[src/hw/rtl/sfd_pkg.sv]
`timescale 1ns / 1ps
`default_nettype none

package sfd_pkg;

  localparam int CHANNELS   = 4;
  localparam int MIN_FIELDS = 13;
  localparam int CH_W       = 2;

  localparam logic [7:0] CHAR_START = 8'h3A;  // ':'
  localparam logic [7:0] CHAR_END   = 8'h21;  // '!'
  localparam logic [7:0] CHAR_SEP   = 8'h7C;  // '|'
  localparam logic [7:0] CHAR_ZERO  = 8'h30;
  localparam logic [7:0] CHAR_NINE  = 8'h39;

  localparam logic [3:0] FIELD_DEPTH = 4'd8;
  localparam logic [3:0] FIELD_BITS  = 4'd9;
  localparam logic [3:0] FIELD_LAST  = 4'd15;
  localparam logic [3:0] FIELD_OK    = 4'(MIN_FIELDS - 1);
  localparam logic [15:0] NARROW_BITS = 16'd8;

  localparam logic [1:0] ST_HUNT   = 2'd0;
  localparam logic [1:0] ST_HEADER = 2'd1;
  localparam logic [1:0] ST_DATA   = 2'd2;

  localparam logic [1:0] EV_DATA   = 2'd0;
  localparam logic [1:0] EV_HEADER = 2'd1;
  localparam logic [1:0] EV_DONE   = 2'd2;
  localparam logic [1:0] EV_STRAY  = 2'd3;

  typedef struct packed {
    logic       adv;
    logic [7:0] rx_byte;
  } item_t;

  typedef struct packed {
    logic [1:0]      event_res;
    logic [CH_W-1:0] channel;
    logic [7:0]      sample_byte;
    logic [16:0]     sample_index;
    logic            header_ok;
    logic [3:0]      channel_mask;
    logic [15:0]     mem_depth;
    logic            wide_samples;
  } result_t;

  // lowest enabled channel at or above from; channel 0 if none
  function automatic logic [CH_W-1:0] next_channel(input logic [CH_W:0] from,
                                                   input logic [CHANNELS-1:0] mask);
    logic [CH_W-1:0] r;
    logic            found;
    r     = '0;
    found = 1'b0;
    for (int c = 0; c < CHANNELS; c++) begin
      if (!found && (c >= int'(from)) && mask[c]) begin
        r     = CH_W'(c);
        found = 1'b1;
      end
    end
    return r;
  endfunction

endpackage

`default_nettype wire

[src/hw/rtl/sfd_in_if.sv]
`timescale 1ns / 1ps
`default_nettype none

interface sfd_in_if;
  logic       valid;
  logic       ready;
  logic [7:0] rx_byte;

  modport source (output valid, output rx_byte, input ready);
  modport sink   (input valid, input rx_byte, output ready);
endinterface

`default_nettype wire

[src/hw/rtl/sfd_out_if.sv]
`timescale 1ns / 1ps
`default_nettype none

interface sfd_out_if;
  logic        valid;
  logic        ready;
  logic [1:0]  event_res;
  logic [1:0]  channel;
  logic [7:0]  sample_byte;
  logic [16:0] sample_index;
  logic        header_ok;
  logic [3:0]  channel_mask;
  logic [15:0] mem_depth;
  logic        wide_samples;

  modport source (output valid, output event_res, output channel, output sample_byte,
                  output sample_index, output header_ok, output channel_mask,
                  output mem_depth, output wide_samples, input ready);
  modport sink   (input valid, input event_res, input channel, input sample_byte,
                  input sample_index, input header_ok, input channel_mask,
                  input mem_depth, input wide_samples, output ready);
endinterface

`default_nettype wire

[src/hw/rtl/sfd_in_stage.sv]
`timescale 1ns / 1ps
`default_nettype none

module sfd_in_stage (
  input  wire logic    clk,
  input  wire logic    rst_n,
  sfd_in_if.sink       in_ch,
  input  wire logic    out_free,
  output sfd_pkg::item_t item
);
  import sfd_pkg::*;

  logic       valid_r, valid_nxt;
  logic [7:0] byte_r;
  logic       adv;
  logic       take;

  // advance the held word whenever the result register can take it
  assign adv         = valid_r && out_free;
  assign in_ch.ready = !valid_r || adv;
  assign take        = in_ch.valid && in_ch.ready;

  always_comb begin
    valid_nxt = valid_r;
    if (take) begin
      valid_nxt = 1'b1;
    end else if (adv) begin
      valid_nxt = 1'b0;
    end
  end

  always_ff @(posedge clk) begin
    if (!rst_n) begin
      valid_r <= 1'b0;
    end else begin
      valid_r <= valid_nxt;
    end
  end

  always_ff @(posedge clk) begin
    if (take) begin
      byte_r <= in_ch.rx_byte;
    end
  end

  assign item.adv     = adv;
  assign item.rx_byte = byte_r;

endmodule

`default_nettype wire

[src/hw/rtl/sfd_core.sv]
`timescale 1ns / 1ps
`default_nettype none

module sfd_core (
  input  wire logic           clk,
  input  wire logic           rst_n,
  input  wire sfd_pkg::item_t item,
  output logic                produce,
  output sfd_pkg::result_t    res
);
  import sfd_pkg::*;

  logic [1:0]          stage_r, stage_nxt;
  logic [3:0]          fnum_r, fnum_nxt;
  logic [15:0]         fval_r, fval_nxt;
  logic                finv_r, finv_nxt;
  logic [CHANNELS-1:0] pmask_r, pmask_nxt;
  logic [15:0]         pdepth_r, pdepth_nxt;
  logic                pnarrow_r, pnarrow_nxt;
  logic [CHANNELS-1:0] amask_r, amask_nxt;
  logic [15:0]         adepth_r, adepth_nxt;
  logic                anarrow_r, anarrow_nxt;
  logic [16:0]         bpc_r, bpc_nxt;
  logic [CH_W-1:0]     slot_r, slot_nxt;
  logic [16:0]         bic_r, bic_nxt;
  logic [18:0]         left_r, left_nxt;

  logic [7:0]          b;
  logic [15:0]         cv;
  logic [CHANNELS-1:0] cl_mask;
  logic [15:0]         cl_depth;
  logic                cl_narrow;
  logic [19:0]         acc;
  logic                is_digit;
  logic [2:0]          pop;
  logic [18:0]         bpc_w;
  logic [17:0]         bic_inc;

  assign b        = item.rx_byte;
  assign cv       = finv_r ? 16'd0 : fval_r;
  assign is_digit = (b >= CHAR_ZERO) && (b <= CHAR_NINE);
  // value * 10 + digit
  assign acc      = {1'b0, fval_r, 3'b000} + {3'b000, fval_r, 1'b0}
                  + {12'd0, b - CHAR_ZERO};
  assign bic_inc  = {1'b0, bic_r} + 18'd1;

  // field values as they stand once the current field is closed
  always_comb begin
    cl_mask   = pmask_r;
    cl_depth  = pdepth_r;
    cl_narrow = pnarrow_r;
    if (fnum_r[3:2] == 2'b01) begin
      cl_mask[fnum_r[1:0]] = (cv != 16'd0);
    end else if (fnum_r == FIELD_DEPTH) begin
      cl_depth = cv;
    end else if (fnum_r == FIELD_BITS) begin
      cl_narrow = (cv == NARROW_BITS);
    end
  end

  always_comb begin
    stage_nxt   = stage_r;
    fnum_nxt    = fnum_r;
    fval_nxt    = fval_r;
    finv_nxt    = finv_r;
    pmask_nxt   = pmask_r;
    pdepth_nxt  = pdepth_r;
    pnarrow_nxt = pnarrow_r;
    amask_nxt   = amask_r;
    adepth_nxt  = adepth_r;
    anarrow_nxt = anarrow_r;
    bpc_nxt     = bpc_r;
    slot_nxt    = slot_r;
    bic_nxt     = bic_r;
    left_nxt    = left_r;
    produce     = 1'b0;
    pop         = 3'd0;
    bpc_w       = 19'd0;
    res.event_res    = EV_DATA;
    res.channel      = '0;
    res.sample_byte  = 8'd0;
    res.sample_index = 17'd0;
    res.header_ok    = 1'b0;

    unique case (stage_r)
      ST_HEADER: begin
        if (b == CHAR_START) begin
          produce       = 1'b1;
          res.event_res = EV_HEADER;
          res.header_ok = (fnum_r >= FIELD_OK);
          fval_nxt      = 16'd0;
          finv_nxt      = 1'b0;
          pmask_nxt     = cl_mask;
          pdepth_nxt    = cl_depth;
          pnarrow_nxt   = cl_narrow;
          if (fnum_r >= FIELD_OK) begin
            amask_nxt   = cl_mask;
            adepth_nxt  = cl_depth;
            anarrow_nxt = cl_narrow;
          end
          bpc_nxt  = anarrow_nxt ? {1'b0, adepth_nxt} : {adepth_nxt, 1'b0};
          bpc_w    = {2'b00, bpc_nxt};
          pop      = 3'($countones(amask_nxt));
          case (pop)
            3'd1:    left_nxt = bpc_w;
            3'd2:    left_nxt = {bpc_w[17:0], 1'b0};
            3'd3:    left_nxt = bpc_w + {bpc_w[17:0], 1'b0};
            3'd4:    left_nxt = {bpc_w[16:0], 2'b00};
            default: left_nxt = 19'd0;
          endcase
          bic_nxt   = 17'd0;
          slot_nxt  = next_channel('0, amask_nxt);
          stage_nxt = ST_DATA;
        end else if (b == CHAR_SEP) begin
          fval_nxt    = 16'd0;
          finv_nxt    = 1'b0;
          pmask_nxt   = cl_mask;
          pdepth_nxt  = cl_depth;
          pnarrow_nxt = cl_narrow;
          if (fnum_r != FIELD_LAST) begin
            fnum_nxt = fnum_r + 4'd1;
          end
        end else if (is_digit) begin
          fval_nxt = (acc[19:16] != 4'd0) ? 16'hFFFF : acc[15:0];
        end else begin
          finv_nxt = 1'b1;
        end
      end
      ST_DATA: begin
        produce = 1'b1;
        if (left_r != 19'd0) begin
          res.event_res    = EV_DATA;
          res.channel      = slot_r;
          res.sample_byte  = b;
          res.sample_index = bic_r;
          left_nxt         = left_r - 19'd1;
          bic_nxt          = bic_inc[16:0];
          if (bic_inc >= {1'b0, bpc_r}) begin
            bic_nxt  = 17'd0;
            slot_nxt = next_channel({1'b0, slot_r} + 3'd1, amask_r);
          end
        end else if (b == CHAR_END) begin
          res.event_res = EV_DONE;
          stage_nxt     = ST_HUNT;
        end else begin
          res.event_res   = EV_STRAY;
          res.sample_byte = b;
        end
      end
      default: begin
        // hunt; the unused code behaves the same
        if (b == CHAR_START) begin
          stage_nxt   = ST_HEADER;
          fnum_nxt    = 4'd0;
          fval_nxt    = 16'd0;
          finv_nxt    = 1'b0;
          pmask_nxt   = '0;
          pdepth_nxt  = 16'd0;
          pnarrow_nxt = 1'b0;
        end else begin
          stage_nxt = ST_HUNT;
        end
      end
    endcase

    res.channel_mask = amask_nxt;
    res.mem_depth    = adepth_nxt;
    res.wide_samples = !anarrow_nxt;
  end

  always_ff @(posedge clk) begin
    if (!rst_n) begin
      stage_r   <= ST_HUNT;
      fnum_r    <= 4'd0;
      fval_r    <= 16'd0;
      finv_r    <= 1'b0;
      pmask_r   <= '0;
      pdepth_r  <= 16'd0;
      pnarrow_r <= 1'b0;
      amask_r   <= '0;
      adepth_r  <= 16'd0;
      anarrow_r <= 1'b0;
      bpc_r     <= 17'd0;
      slot_r    <= '0;
      bic_r     <= 17'd0;
      left_r    <= 19'd0;
    end else if (item.adv) begin
      stage_r   <= stage_nxt;
      fnum_r    <= fnum_nxt;
      fval_r    <= fval_nxt;
      finv_r    <= finv_nxt;
      pmask_r   <= pmask_nxt;
      pdepth_r  <= pdepth_nxt;
      pnarrow_r <= pnarrow_nxt;
      amask_r   <= amask_nxt;
      adepth_r  <= adepth_nxt;
      anarrow_r <= anarrow_nxt;
      bpc_r     <= bpc_nxt;
      slot_r    <= slot_nxt;
      bic_r     <= bic_nxt;
      left_r    <= left_nxt;
    end
  end

  a_left_counts: assert property (@(posedge clk) disable iff (!rst_n)
    (item.adv && stage_r == ST_DATA && left_r != 19'd0) |=> left_r == $past(left_r) - 19'd1)
    else $error("payload byte count did not step down");

  a_index_in_block: assert property (@(posedge clk) disable iff (!rst_n)
    (stage_r == ST_DATA && left_r != 19'd0) |-> bic_r < bpc_r)
    else $error("byte index ran past the channel block");

  a_slot_enabled: assert property (@(posedge clk) disable iff (!rst_n)
    (stage_r == ST_DATA && left_r != 19'd0) |-> amask_r[slot_r])
    else $error("payload byte tagged with a disabled channel");

endmodule

`default_nettype wire

[src/hw/rtl/sfd_out_stage.sv]
`timescale 1ns / 1ps
`default_nettype none

module sfd_out_stage (
  input  wire logic             clk,
  input  wire logic             rst_n,
  input  wire logic             adv,
  input  wire logic             produce,
  input  wire sfd_pkg::result_t res,
  output logic                  out_free,
  sfd_out_if.source             out_ch
);
  import sfd_pkg::*;

  logic    valid_r, valid_nxt;
  result_t res_r;

  assign out_free = !valid_r || out_ch.ready;

  always_comb begin
    valid_nxt = valid_r && !out_ch.ready;
    if (adv) begin
      valid_nxt = produce;
    end
  end

  always_ff @(posedge clk) begin
    if (!rst_n) begin
      valid_r <= 1'b0;
    end else begin
      valid_r <= valid_nxt;
    end
  end

  always_ff @(posedge clk) begin
    if (adv && produce) begin
      res_r <= res;
    end
  end

  assign out_ch.valid        = valid_r;
  assign out_ch.event_res    = res_r.event_res;
  assign out_ch.channel      = res_r.channel;
  assign out_ch.sample_byte  = res_r.sample_byte;
  assign out_ch.sample_index = res_r.sample_index;
  assign out_ch.header_ok    = res_r.header_ok;
  assign out_ch.channel_mask = res_r.channel_mask;
  assign out_ch.mem_depth    = res_r.mem_depth;
  assign out_ch.wide_samples = res_r.wide_samples;

endmodule

`default_nettype wire

[src/hw/rtl/scope_frame_deframer.sv]
`timescale 1ns / 1ps
`default_nettype none

// Byte-serial frame deframer for a sampling-scope link. It takes one byte per
// clock unless stalled and gives at most one result word per byte. A byte is held
// in an input register; its result word is loaded from there into the result
// register, from which it is taken, so bytes and result words both flow back to
// back. A result word left waiting stalls the core: the input register takes at
// most one more byte and input then stops until the word is taken.
// Header fields (':' ... '|' ... ':') and payload bytes are handled in the single
// logic step between those registers; bytes of the hunt phase and header bytes
// other than the closing ':' give no result. A header of at least 13 fields
// commits channel enables, depth and sample width; payload bytes are then tagged
// with channel and index, followed by a frame-complete word on '!' or a stray word
// for any other byte.
module scope_frame_deframer (
  input  wire logic clk,
  input  wire logic rst_n,
  sfd_in_if.sink    in_ch,
  sfd_out_if.source out_ch
);
  import sfd_pkg::*;

  item_t   item;
  result_t res;
  logic    produce;
  logic    out_free;

  sfd_in_stage u_in (
    .clk      (clk),
    .rst_n    (rst_n),
    .in_ch    (in_ch),
    .out_free (out_free),
    .item     (item)
  );

  sfd_core u_core (
    .clk     (clk),
    .rst_n   (rst_n),
    .item    (item),
    .produce (produce),
    .res     (res)
  );

  sfd_out_stage u_out (
    .clk      (clk),
    .rst_n    (rst_n),
    .adv      (item.adv),
    .produce  (produce),
    .res      (res),
    .out_free (out_free),
    .out_ch   (out_ch)
  );

endmodule

`default_nettype wire
[src/flat_wrapper.sv]
// flat-port wrapper written by rule: the top's interface ports become plain ports
module scope_frame_deframer_flat import sfd_pkg::*;
  (clk, rst_n, in_ch_valid, in_ch_rx_byte, in_ch_ready, out_ch_valid, out_ch_event_res, out_ch_channel, out_ch_sample_byte, out_ch_sample_index, out_ch_header_ok, out_ch_channel_mask, out_ch_mem_depth, out_ch_wide_samples, out_ch_ready);
  sfd_in_if in_ch_i ();
  sfd_out_if out_ch_i ();
  input  wire logic clk;
  input  wire logic rst_n;
  input wire logic [$bits(in_ch_i.valid)-1:0] in_ch_valid;
  input wire logic [$bits(in_ch_i.rx_byte)-1:0] in_ch_rx_byte;
  output wire logic [$bits(in_ch_i.ready)-1:0] in_ch_ready;
  output wire logic [$bits(out_ch_i.valid)-1:0] out_ch_valid;
  output wire logic [$bits(out_ch_i.event_res)-1:0] out_ch_event_res;
  output wire logic [$bits(out_ch_i.channel)-1:0] out_ch_channel;
  output wire logic [$bits(out_ch_i.sample_byte)-1:0] out_ch_sample_byte;
  output wire logic [$bits(out_ch_i.sample_index)-1:0] out_ch_sample_index;
  output wire logic [$bits(out_ch_i.header_ok)-1:0] out_ch_header_ok;
  output wire logic [$bits(out_ch_i.channel_mask)-1:0] out_ch_channel_mask;
  output wire logic [$bits(out_ch_i.mem_depth)-1:0] out_ch_mem_depth;
  output wire logic [$bits(out_ch_i.wide_samples)-1:0] out_ch_wide_samples;
  input wire logic [$bits(out_ch_i.ready)-1:0] out_ch_ready;
  assign in_ch_i.valid = in_ch_valid;
  assign in_ch_i.rx_byte = in_ch_rx_byte;
  assign in_ch_ready = in_ch_i.ready;
  assign out_ch_valid = out_ch_i.valid;
  assign out_ch_event_res = out_ch_i.event_res;
  assign out_ch_channel = out_ch_i.channel;
  assign out_ch_sample_byte = out_ch_i.sample_byte;
  assign out_ch_sample_index = out_ch_i.sample_index;
  assign out_ch_header_ok = out_ch_i.header_ok;
  assign out_ch_channel_mask = out_ch_i.channel_mask;
  assign out_ch_mem_depth = out_ch_i.mem_depth;
  assign out_ch_wide_samples = out_ch_i.wide_samples;
  assign out_ch_i.ready = out_ch_ready;
  scope_frame_deframer u_core (.clk(clk), .rst_n(rst_n), .in_ch(in_ch_i), .out_ch(out_ch_i));
endmodule
[config.mk]
export PLATFORM = sky130hd
export DESIGN_NAME = scope_frame_deframer_flat
export DESIGN_NICKNAME = d
export VERILOG_FILES = /design/src/hw/rtl/sfd_pkg.sv /design/src/hw/rtl/sfd_in_if.sv /design/src/hw/rtl/sfd_out_if.sv /design/src/hw/rtl/sfd_in_stage.sv /design/src/hw/rtl/sfd_core.sv /design/src/hw/rtl/sfd_out_stage.sv /design/src/hw/rtl/scope_frame_deframer.sv /design/src/flat_wrapper.sv
export SDC_FILE = /design/constraint.sdc
export NUM_CORES = 1
export LEC_CHECK = 0
export BUFFER_PORTS_ARGS = -buffer_cell sky130_fd_sc_hd__buf_2
export CAP_MARGIN = 20
export CORE_AREA = 2 2 207 169
export DETAILED_ROUTE_END_ITERATION = 8
export DIE_AREA = 0 0 209 171
export HOLD_SLACK_MARGIN = 0.1
export SETUP_SLACK_MARGIN = 0.4
export SYNTH_ARGS = -nofsm -noshare
export SYNTH_HDL_FRONTEND = slang
export SYNTH_SLANG_ARGS = --single-unit
[constraint.sdc]
create_clock -name clk -period 5.4 [get_ports clk]
set_clock_uncertainty 0.15 [all_clocks]
set_input_delay 0.81 -clock clk [delete_from_list [all_inputs] [get_ports clk]]
set_output_delay 0.81 -clock clk [all_outputs]
set_load 0.01 [all_outputs]
Word-level counts from Yosys, hierarchy flattened
Cells that the tools add are included.
- register bits: 181
- input port bits: 12
- word-level logic and storage cells: 221
- $add $sub $neg: 11
- magnitude comparators: 10
- equal/unequal tests: 22
- mux-type cells: 105
- bitwise logic cells: 1
- reduce and logical (&&, ||, !) cells: 47
- operators by type and width (cell ; number):
    $mux W16 ; 15
    $pmux W19 S4 ; 1
    $mux W17 ; 4
    $pmux W16 S2 ; 2
    $mux W4 ; 12
    $mux W1 ; 44
    $mux W19 ; 2
    $pmux W19 S2 ; 1
    $pmux W17 S2 ; 1
    $mux W2 ; 11
    $add A19 B17 Y20 ; 1
    $add A20 B8 Y20 ; 1
    $reduce_and A4 Y1 ; 5
    $add A17 B18 Y19 ; 1
    $reduce_bool A19 Y1 ; 1
    $sub A19 B1 Y19 const B ; 1
    $add A17 B1 Y18 const B ; 1
    $ge A18 B17 Y1 ; 1
    $eq A16 B4 Y1 const B ; 1
    $eq A8 B6 Y1 const B ; 2
    $logic_and A1 B1 Y1 ; 16
    $mux W8 ; 2
    $pmux W4 S2 ; 2
    $reduce_bool A16 Y1 ; 1
    other kinds (36) ; 67

Depth between registers and ports, before layout
Gate-level depths: netlist of run 1.
- depth after elaboration: 28
- depth in mapped cells: 19

By module
From an unflattened synthesis of run 1, not the netlist that was laid out.
- cells, all modules: 1377
- area total of the unflattened synthesis: 11826.3 um^2
- modules (own cells, without submodules) (module ; instances ; cells an instance ; area an instance (um^2)):
    sfd_core ; 1 ; 1306 ; 9932.0
    sfd_out_stage ; 1 ; 56 ; 1581.5
    sfd_in_stage ; 1 ; 15 ; 312.8

Worst setup path after synthesis of run 1
OpenSTA, ideal clock, no wires.
- path type: reg2reg
- from: register u_core.u_core.stage_r[0]
- to: register u_core.u_out.res_r (netlist bit u_core.u_out.out_ch.channel[0]), enable pin
- setup time: 0.525 ns
- data arrival time: 4.787 ns
- setup slack: -0.062 ns
- stages on the path, launching flop included: 7
- buffers on the path: 2
- clock period less this slack: 5.462 ns
- path through: dfxtp_1 inv_1 ha_1 clkbuf_1 clkbuf_1 nor2_1 nor3_1
- longest elaborated chain between the ends: 3
- RTL lines (element ; RTL line ; source):
    start: declaration ; sfd_core.sv:13 ; logic [1:0] stage_r, stage_nxt;
    start signal: assignment ; sfd_core.sv:188 ; stage_r <= stage_nxt;
    $eq A2 B2 Y1 / $eq A2 B1 Y1 (equally long branches) ; sfd_core.sv:85 ; unique case (stage_r)
    $pmux W1 S2 * ; sfd_core.sv:85 ;
    $logic_and A1 B1 Y1 * ; sfd_out_stage.sv:36 ; if (adv && produce) begin
    end signal: assignment ; sfd_out_stage.sv:37 ; res_r <= res;
    end: declaration ; sfd_out_stage.sv:16 ; result_t res_r;
Mark *: on every way between the ends. The rest lies on a longest branch, timed or not.
A chain may end at the register's enable or synchronous reset.

Worst setup path after layout of run 1
- from: register u_core.u_core.fnum_r[2]
- to: register u_core.u_core.left_r[12]
- longest elaborated chain between the ends: 12
- RTL lines (element ; RTL line ; source):
    start: declaration ; sfd_core.sv:14 ; logic [3:0] fnum_r, fnum_nxt;
    start signal: assignment ; sfd_core.sv:189 ; fnum_r <= fnum_nxt;
    $eq A4 B4 Y1 ; sfd_core.sv:56 ; end else if (fnum_r == FIELD_BITS) begin
    $mux W1 ; sfd_core.sv:56 ;
    $mux W1 ; sfd_core.sv:54 ; end else if (fnum_r == FIELD_DEPTH) begin
    $mux W1 ; sfd_core.sv:52 ; if (fnum_r[3:2] == 2'b01) begin
    $mux W1 ; sfd_core.sv:96 ; if (fnum_r >= FIELD_OK) begin
    $mux W1 ; sfd_core.sv:87 ; if (b == CHAR_START) begin
    $mux W1 ; sfd_core.sv:85 ;
    $mux W17 ; sfd_core.sv:101 ; bpc_nxt = anarrow_nxt ? {1'b0, adepth_nxt} : {adepth_nxt, 1'b0};
    $add A17 B18 Y19 ; sfd_core.sv:107 ; 3'd3: left_nxt = bpc_w + {bpc_w[17:0], 1'b0};
    $pmux W19 S4 * ; sfd_core.sv:104 ; case (pop)
    $mux W19 * ; sfd_core.sv:87 ;
    $pmux W19 S2 * ; sfd_core.sv:85 ;
    end signal: assignment ; sfd_core.sv:201 ; left_r <= left_nxt;
    end: declaration ; sfd_core.sv:26 ; logic [18:0] left_r, left_nxt;
Mark *: on every way between the ends. The rest lies on a longest branch, timed or not. The select of a mux whose other input is x is not followed.

==> results of run 1 <==
## worst reg2reg max path, stage by stage (launching register included)
cell,delay (ps)
dfxtp_1,600
nand2_1,440
nand2_1,180
nand2_1,120
fa_1,560
ha_1,150
ha_1,140
buf_4,220
inv_1,140
nor3_2,200
buf_4,240
o21a_1,260
buf_4,230
nand2_1,210
or3_1,410
a31oi_1,180
## power by group
part / leakage [nW] / internal (mW) / switching [mW]
sequential: 1.63 / 1.40 / 0.00537
clock: 0.275 / 0.654 / 0.607
combinational: 3.19 / 0.0188 / 0.0397
## cells by family after synthesis
logic type / count (synthesis)
multiplexers: 49
AO/OA/AOI/OAI: 389
adder cells (fa/ha/maj): 79
XOR/XNOR: 39
AND/OR/NAND/NOR: 495
buffers and inverters: 128
flip-flops: 181
## synthesized netlist by cell type (all sizes together), types with 11 or more instances
cell | instances | area, µm²
nand2 | 146 | 548
nor2 | 124 | 468
dfxtp | 122 | 2440
a21oi | 115 | 579
o21ai | 102 | 522
ha | 72 | 901
edfxtp | 59 | 1770
inv | 54 | 203
clkbuf | 51 | 191
nor3 | 51 | 298
mux2i | 41 | 443
and3 | 26 | 163
xnor2 | 26 | 228
a22oi | 25 | 188
buf | 23 | 131
nand3 | 23 | 115
nor2b | 21 | 131
and2 | 19 | 121
a211oi | 18 | 145
a221o | 18 | 180
a21o | 16 | 120
nor3b | 16 | 120
nor4 | 15 | 106
o21a | 15 | 113
xor2 | 13 | 114
nand2b | 11 | 68.8
## metrics by stage
| step | setup slack, ps | total power, mW | utilization [%] | instances |
|---|---|---|---|---|
| after CTS | 1010 | 2.74 | 38.2 | 1845 |
| after floorplan | 1530 | 1.47 | - | 1360 |
| after global routing | 564 | 2.80 | 38.2 | 1846 |
| final | 914 | 2.73 | 38.2 | 1846 |
| after detailed placement | 1050 | 1.49 | 36.4 | 1813 |
| after global placement | 1140 | 1.49 | 36.4 | 1813 |
## sequential cells by signal (all words and copies together), names as in the netlist, 16 cells and up
| name | count |
|---|---|
| u_core.u_core.fval_r | 16 |
| u_core.u_core.bic_r | 17 |
| u_core.u_core.adepth_r | 16 |
| u_core.u_out.out_ch.sample_index | 17 |
| u_core.u_out.out_ch.mem_depth | 16 |
| u_core.u_core.bpc_r | 17 |
| u_core.u_core.pdepth_r | 16 |
| u_core.u_core.left_r | 19 |
## metal layers
metal	vias to the layer above	global-route usage, %	wire length [µm]	part of all wire (%)
met5	-	0	0	0
met4	0	4.16	331	1.0
met3	31	3.40	1830	5.6
met2	310	27.8	14000	42
met1	4864	27.4	16900	51
li1	5048	-	-	-
## cell type report
class	instances	area, µm²	share of cell area (%)
timing repair buffer	87	493	3.80
multi-input combinational	1051	6930	53.4
sequential	181	4210	32.5
clock buffer	19	433	3.34
tap	441	552	4.26
inverter	54	203	1.56
clock inverter	13	145	1.12
## worst min path at each step
stage                                               from                                   end  depth (start not counted)
global placement     u_core.u_core.bpc_r[5]$_SDFFE_PN0P_   u_core.u_core.bpc_r[5]$_SDFFE_PN0P_                          2
floorplan           u_core.u_core.bpc_r[10]$_SDFFE_PN0P_  u_core.u_core.bpc_r[10]$_SDFFE_PN0P_                          2
finish              u_core.u_core.bpc_r[12]$_SDFFE_PN0P_  u_core.u_core.bpc_r[12]$_SDFFE_PN0P_                          2
global route         u_core.u_core.bpc_r[1]$_SDFFE_PN0P_   u_core.u_core.bpc_r[1]$_SDFFE_PN0P_                          2
detailed placement  u_core.u_core.bpc_r[10]$_SDFFE_PN0P_  u_core.u_core.bpc_r[10]$_SDFFE_PN0P_                          2
CTS                 u_core.u_core.bpc_r[10]$_SDFFE_PN0P_  u_core.u_core.bpc_r[10]$_SDFFE_PN0P_                          2
==> metrics, run 1 <==
WP data arrival=4710 ps; first-pass GRT wire length=52900 µm; VDD IR-drop max=0.235 mV; Max Slew Vio Count=0; EDFF count, synth=59; distinct cell type count after synthesis=84; clock transition at the registers of the reported paths=70 ps; WL/cell=17.9 µm; TritonCTS clock tree=done; Starting DRT DRC Count=846; WS Path Type=reg -> reg; CTS Buffer Depth=2; port bufs=64; Post-Syn Instances=1360; Seq/Total Area, Yosys=36.2%; Cell Area, Placed=0.0124 mm²; layout cells sized above 1=11.4%; setup_tns=0 ps; final wirelength=33000 µm; max frequency=223 MHz; initial antenna violation count=1; mux contribution to synthesized area=4.57%; Synth Area in Adders=8.93%; vias in the first global route=9520; vias=10300; FFs w/ async S/R, synth=0%; P_leak=5.09 nW; worst r2r src=u_core.u_core.fnum_r[2]$_SDFFE_PN0P_; r2r setup slk=910 ps; Starting Density=34.3%; unrepaired setup endpoints after global routing=false; Synth Area in Compound Gates=21.8%; Worst-Margin Slew=912 ps; pwr dens=210 mW/mm²; Final Cycle Share=83.1%; Via density=5.55; CP delay by family, top=simple AND/OR/NAND/NOR gates; CP max stage cell=dfxtp_1; Crit path top cell by count=nand2_1; post-cts gate resize count=0; Synth Area in XOR/XNOR=2.93%; Required @ worst endpoint=5630 ps; first drt pass iteration count=7; Yosys Warn Count=0; Remaining Overflow, GRT=0; #FFs+latches synth=181; Min Hold Slack=306 ps; # fillers=3433; FF-to-FF path depth=15; CP Capture Point=u_core.u_core.left_r[12]$_SDFFE_PN0P_; largest net degree at the start of global routing=60; Crit. path cell count=15; setup violators final=0; hold buffer count at cts=0; # H-tree levels=4; overall die width=209 µm; post-layout min period=4490 ps; CP Launch Point=u_core.u_core.fnum_r[2]$_SDFFE_PN0P_; most frequent cells in the layout=nand2_1 (146), nor2_1 (123), dfxtp_1 (122); post-DP HPWL=24100 µm; final hold violations=0; CP Launch Type=flip-flop; Core Footprint=0.0340 mm²; Final Instance Area=0.0130 mm²; row cnt=61; gr usage total=18.5%; Final Wtd Congestion=0.890; crit-path cells=nand2_1 > nand2_1 > nand2_1 > fa_1 > ha_1 > ha_1 > buf_4 > inv_1 > nor3_2 > buf_4 > o21a_1 > buf_4 > nand2_1 > or3_1 > a31oi_1; CTS buffer count=17; max cap viols=0; Residual DRC=0; # IOs=65; n_diodes=0; synthesized area per cell=8.57 µm²; status=complete, no violations; root buffer cell=clkbuf_16; Die Footprint=0.0357 mm²; Crit. End Element=flip-flop; Main synth FF type=dfxtp_1; post-synthesis simple-gate area fraction=21.1%; commonest non-fill, non-tap cell in the layout=nand2_1; Clk Latency, worst-skew pair=460 ps; crit-path max cell delay=600 ps; reg2reg end=u_core.u_core.left_r[12]$_SDFFE_PN0P_; Area Growth Syn to Fin=11.3%; largest family of logic cells by synthesized area=compound AO/OA/AOI/OAI gates; net count after synthesis=1451; Mapped Area=0.0117 mm²; hold crit path type=reg -> reg; worst-path fanout max=18; Sink Count=181; Die H=171 µm; Slew headroom=38.7%; WP buf/inv=4; fin nets=1483; post-route ant nets=0; post-CTS setup buffer count=0
No activity file was read; power rests on OpenSTA's default activity.
==> run 2, diff against run 1 <==
--- a/config.mk
+++ b/config.mk
@@ -5,11 +5,12 @@
 export SDC_FILE = /design/constraint.sdc
 export NUM_CORES = 1
 export LEC_CHECK = 0
+export ABC_AREA = 1
 export BUFFER_PORTS_ARGS = -buffer_cell sky130_fd_sc_hd__buf_2
 export CAP_MARGIN = 20
-export CORE_AREA = 2 2 207 169
+export CORE_AREA = 2 2 208 169
 export DETAILED_ROUTE_END_ITERATION = 8
-export DIE_AREA = 0 0 209 171
+export DIE_AREA = 0 0 210 171
 export HOLD_SLACK_MARGIN = 0.1
 export SETUP_SLACK_MARGIN = 0.4
 export SYNTH_ARGS = -nofsm -noshare
==> constraint.sdc (replaced) <==
create_clock -name clk -period 4.55 [get_ports clk]
set_clock_uncertainty 0.15 [all_clocks]
set_input_delay 0.6825 -clock clk [delete_from_list [all_inputs] [get_ports clk]]
set_output_delay 0.6825 -clock clk [all_outputs]
set_load 0.01 [all_outputs]
==> run 2 against run 1 <==
Against the previous run: die area is 0.48% higher; clock power is 21% higher; global-route usage is 0.14 points lower; highest routed layer unchanged; critical path depth is 4 higher; synthesized cell count is 18% higher; clock-buffer cell count is 1 higher; first-iteration DRC count is 4.8% higher; non-clock buffer count is 14 higher; total power is 39% higher.
==> metrics, run 2 <==
TritonCTS clock tree=done; Synth Area in Adders=8.89%; top cells by count, synth=nand2_1 (327), inv_1 (227), a21oi_1 (186), nor2_1 (126), dfxtp_1 (122); gr usage total=18.4%; # fillers=3535; Die H=171 µm; CTS Buffer Depth=2; initial antenna violation count=0; metal2 WL=13000 µm; setup violators final=0; Cell Count, Final, Fillers Out=2123; commonest non-fill, non-tap cell in the layout=nand2_1; met3 wire len=1740 µm; hold crit path type=in -> reg; unrepaired setup endpoints after global routing=true; Final Cycle Share=86.6%; largest cells by area after synthesis=dfxtp_1 (21%), edfxtp_1 (15%), nand2_1 (10%), a21oi_1 (8.0%), ha_1 (7.7%); most frequent cells in the layout=nand2_1 (322), inv_1 (224), a21oi_1 (185); Yosys Warn Count=0; synthesized area per cell=7.27 µm²; layout cells sized above 1=13.9%; final wirelength=32500 µm; Residual DRC=0; Sink Count=181; post-layout min period=3940 ps; row cnt=61; Final Instance Area=0.0134 mm²; Synth area leader=dfxtp_1; crit-path cells=nor2_1 > inv_1 > nand2_1 > nor2_2 > nand4_1 > nor3_2 > nand2_1 > o21ai_2 > o21ai_2 > fa_1 > ha_1 > ha_4 > nand2_1 > nor2_1 > buf_6 > a221oi_1 > nand2_1 > nand2_1 > a21oi_1; # H-tree levels=4; VDD IR-drop max=0.235 mV; Cell Area, Placed=0.0126 mm²; largest family of logic cells by synthesized area=simple AND/OR/NAND/NOR gates; vias in the first global route=9899; Worst-Margin Slew=929 ps; post-DP HPWL=24500 µm; max cap viols=0; Required @ worst endpoint=4740 ps; CP max stage cell=fa_1; Main synth FF type=dfxtp_1; Final Wtd Congestion=0.935; first-pass GRT wire length=52400 µm; Mapped Area=0.0117 mm²; distinct cell type count after synthesis=55; WS Path Type=reg -> reg; first drt pass iteration count=5; max frequency=254 MHz; Starting Density=34.3%; # IOs=65; Crit path top cell by count=nand2_1; Synth Area in Compound Gates=19.4%; largest net degree at the start of global routing=47; setup_tns=0 ps; FFs w/ async S/R, synth=0%; Core Footprint=0.0341 mm²; max reg flops=19; Clk Latency, worst-skew pair=450 ps; WP data arrival=4130 ps; WHS Path Cells=1; clock transition at the registers of the reported paths=70 ps; WL/cell=15.3 µm; final hold violations=0; Post-Syn Instances=1610; pwr dens=283 mW/mm²; overall die width=210 µm; post-synthesis simple-gate area fraction=23.2%; n_diodes=0; mux contribution to synthesized area=0%; vias=10700; CTS buffer count=17; Remaining Overflow, GRT=0; Die Footprint=0.0359 mm²; Synth Area in XOR/XNOR=2.47%; P_leak=5.92 nW; Area Growth Syn to Fin=14.3%; wire length on met1=17500 µm; port bufs=64; #FFs+latches synth=181; CP Launch Type=flip-flop; Crit. End Element=flip-flop; fin nets=1760; Placed Cells=2089; EDFF count, synth=59; Starting DRT DRC Count=887; most common cell in the netlist=nand2_1; post-route ant nets=0; top cell type's share of synthesized area=20.9%; net count after synthesis=1701; worst-path fanout max=16; FF-to-FF path depth=19; Min Hold Slack=255 ps; Slew headroom=38.0%; root buffer cell=clkbuf_16; Max Slew Vio Count=0; Via density=5.06; Core Util, Final=39.2%; top sig layer=met4; Seq/Total Area, Yosys=36.0%; status=complete, no violations; crit-path max cell delay=600 ps; Most flops, register=u_core.u_core.left_r
-- run 2: changes by cell type after synthesis, moves of 18 or more --
cell,delta
nand2_2,+18
and3_1,-25
a21oi_1,+72
xnor2_1,-21
and2_1,-18
nand3_1,+45
mux2i_1,-37
nor2b_1,-21
nand2_1,+181
a22oi_1,-25
a221o_1,-18
inv_1,+173
-- run 2: final cells by class --
type	instances	area, µm²	share of cell area (%)
repair buffers	101	618	4.62
clock buffers	20	458	3.42
flip-flops and latches	181	4220	31.5
inverters	236	892	6.67
well taps	441	552	4.12
clock inverters	12	139	1.04
multi-input cells	1132	6500	48.6
-- run 2: worst max-delay path: cells and delay by family, from the launching register on --
family          cells  cell delay (ps)
fa+ha+maj           3             1040
flops               1              430
simple gates       10             1240
compound gates      4              730
buf+inv             2              250
-- run 2: cells by family after synthesis --
kind of cell | Yosys count
AND/OR/NAND/NOR | 618
AO/OA/AOI/OAI | 402
buffers and inverters | 297
flip-flops | 181
adder cells (fa/ha/maj) | 79
XOR/XNOR | 33
-- run 2: final timing paths --
kind	from	endpoint	slack [ps]
worst max-delay path	u_core.u_core.finv_r$_SDFFE_PN0P_	u_core.u_core.left_r[9]$_SDFFE_PN0P_	610
worst min-delay path	in_ch_rx_byte[3]	u_core.u_in.byte_r[3]$_DFFE_PP_	250
worst max register to register	u_core.u_core.finv_r$_SDFFE_PN0P_	u_core.u_core.left_r[9]$_SDFFE_PN0P_	610
worst min register to register	u_core.u_core.pdepth_r[15]$_SDFFE_PN0P_	u_core.u_core.pdepth_r[15]$_SDFFE_PN0P_	320
-- run 2: power breakdown --
| part | leakage [nW] | switching [mW] | internal (mW) | total, mW |
|---|---|---|---|---|
| Combinational | 4.06 | 0.362 | 0.179 | 0.541 |
| Sequential | 1.57 | 0.0293 | 1.69 | 1.72 |
| Clock | 0.294 | 0.709 | 0.810 | 1.52 |
-- run 2: routing by layer --
layer / GRT usage [%] / up-vias
li1: - / 5485
met1: 28.5 / 4956
met2: 26.7 / 270
met3: 2.75 / 22
met4: 3.55 / 0
met5: 0 / -
-- run 2: stage by stage --
stage	power (mW)	setup slack [ps]
after detailed placement	2.27	119
after CTS	3.78	401
after global placement	2.27	172
final	3.78	608
after global routing	3.95	345
after floorplan	2.12	781
-- run 2: repair_timing --
action	CTS	global route
hold buffers	0	0
resized for setup	6	44
buffers inserted	0	2
pin swaps	0	3
setup endpoints to repair	30	52
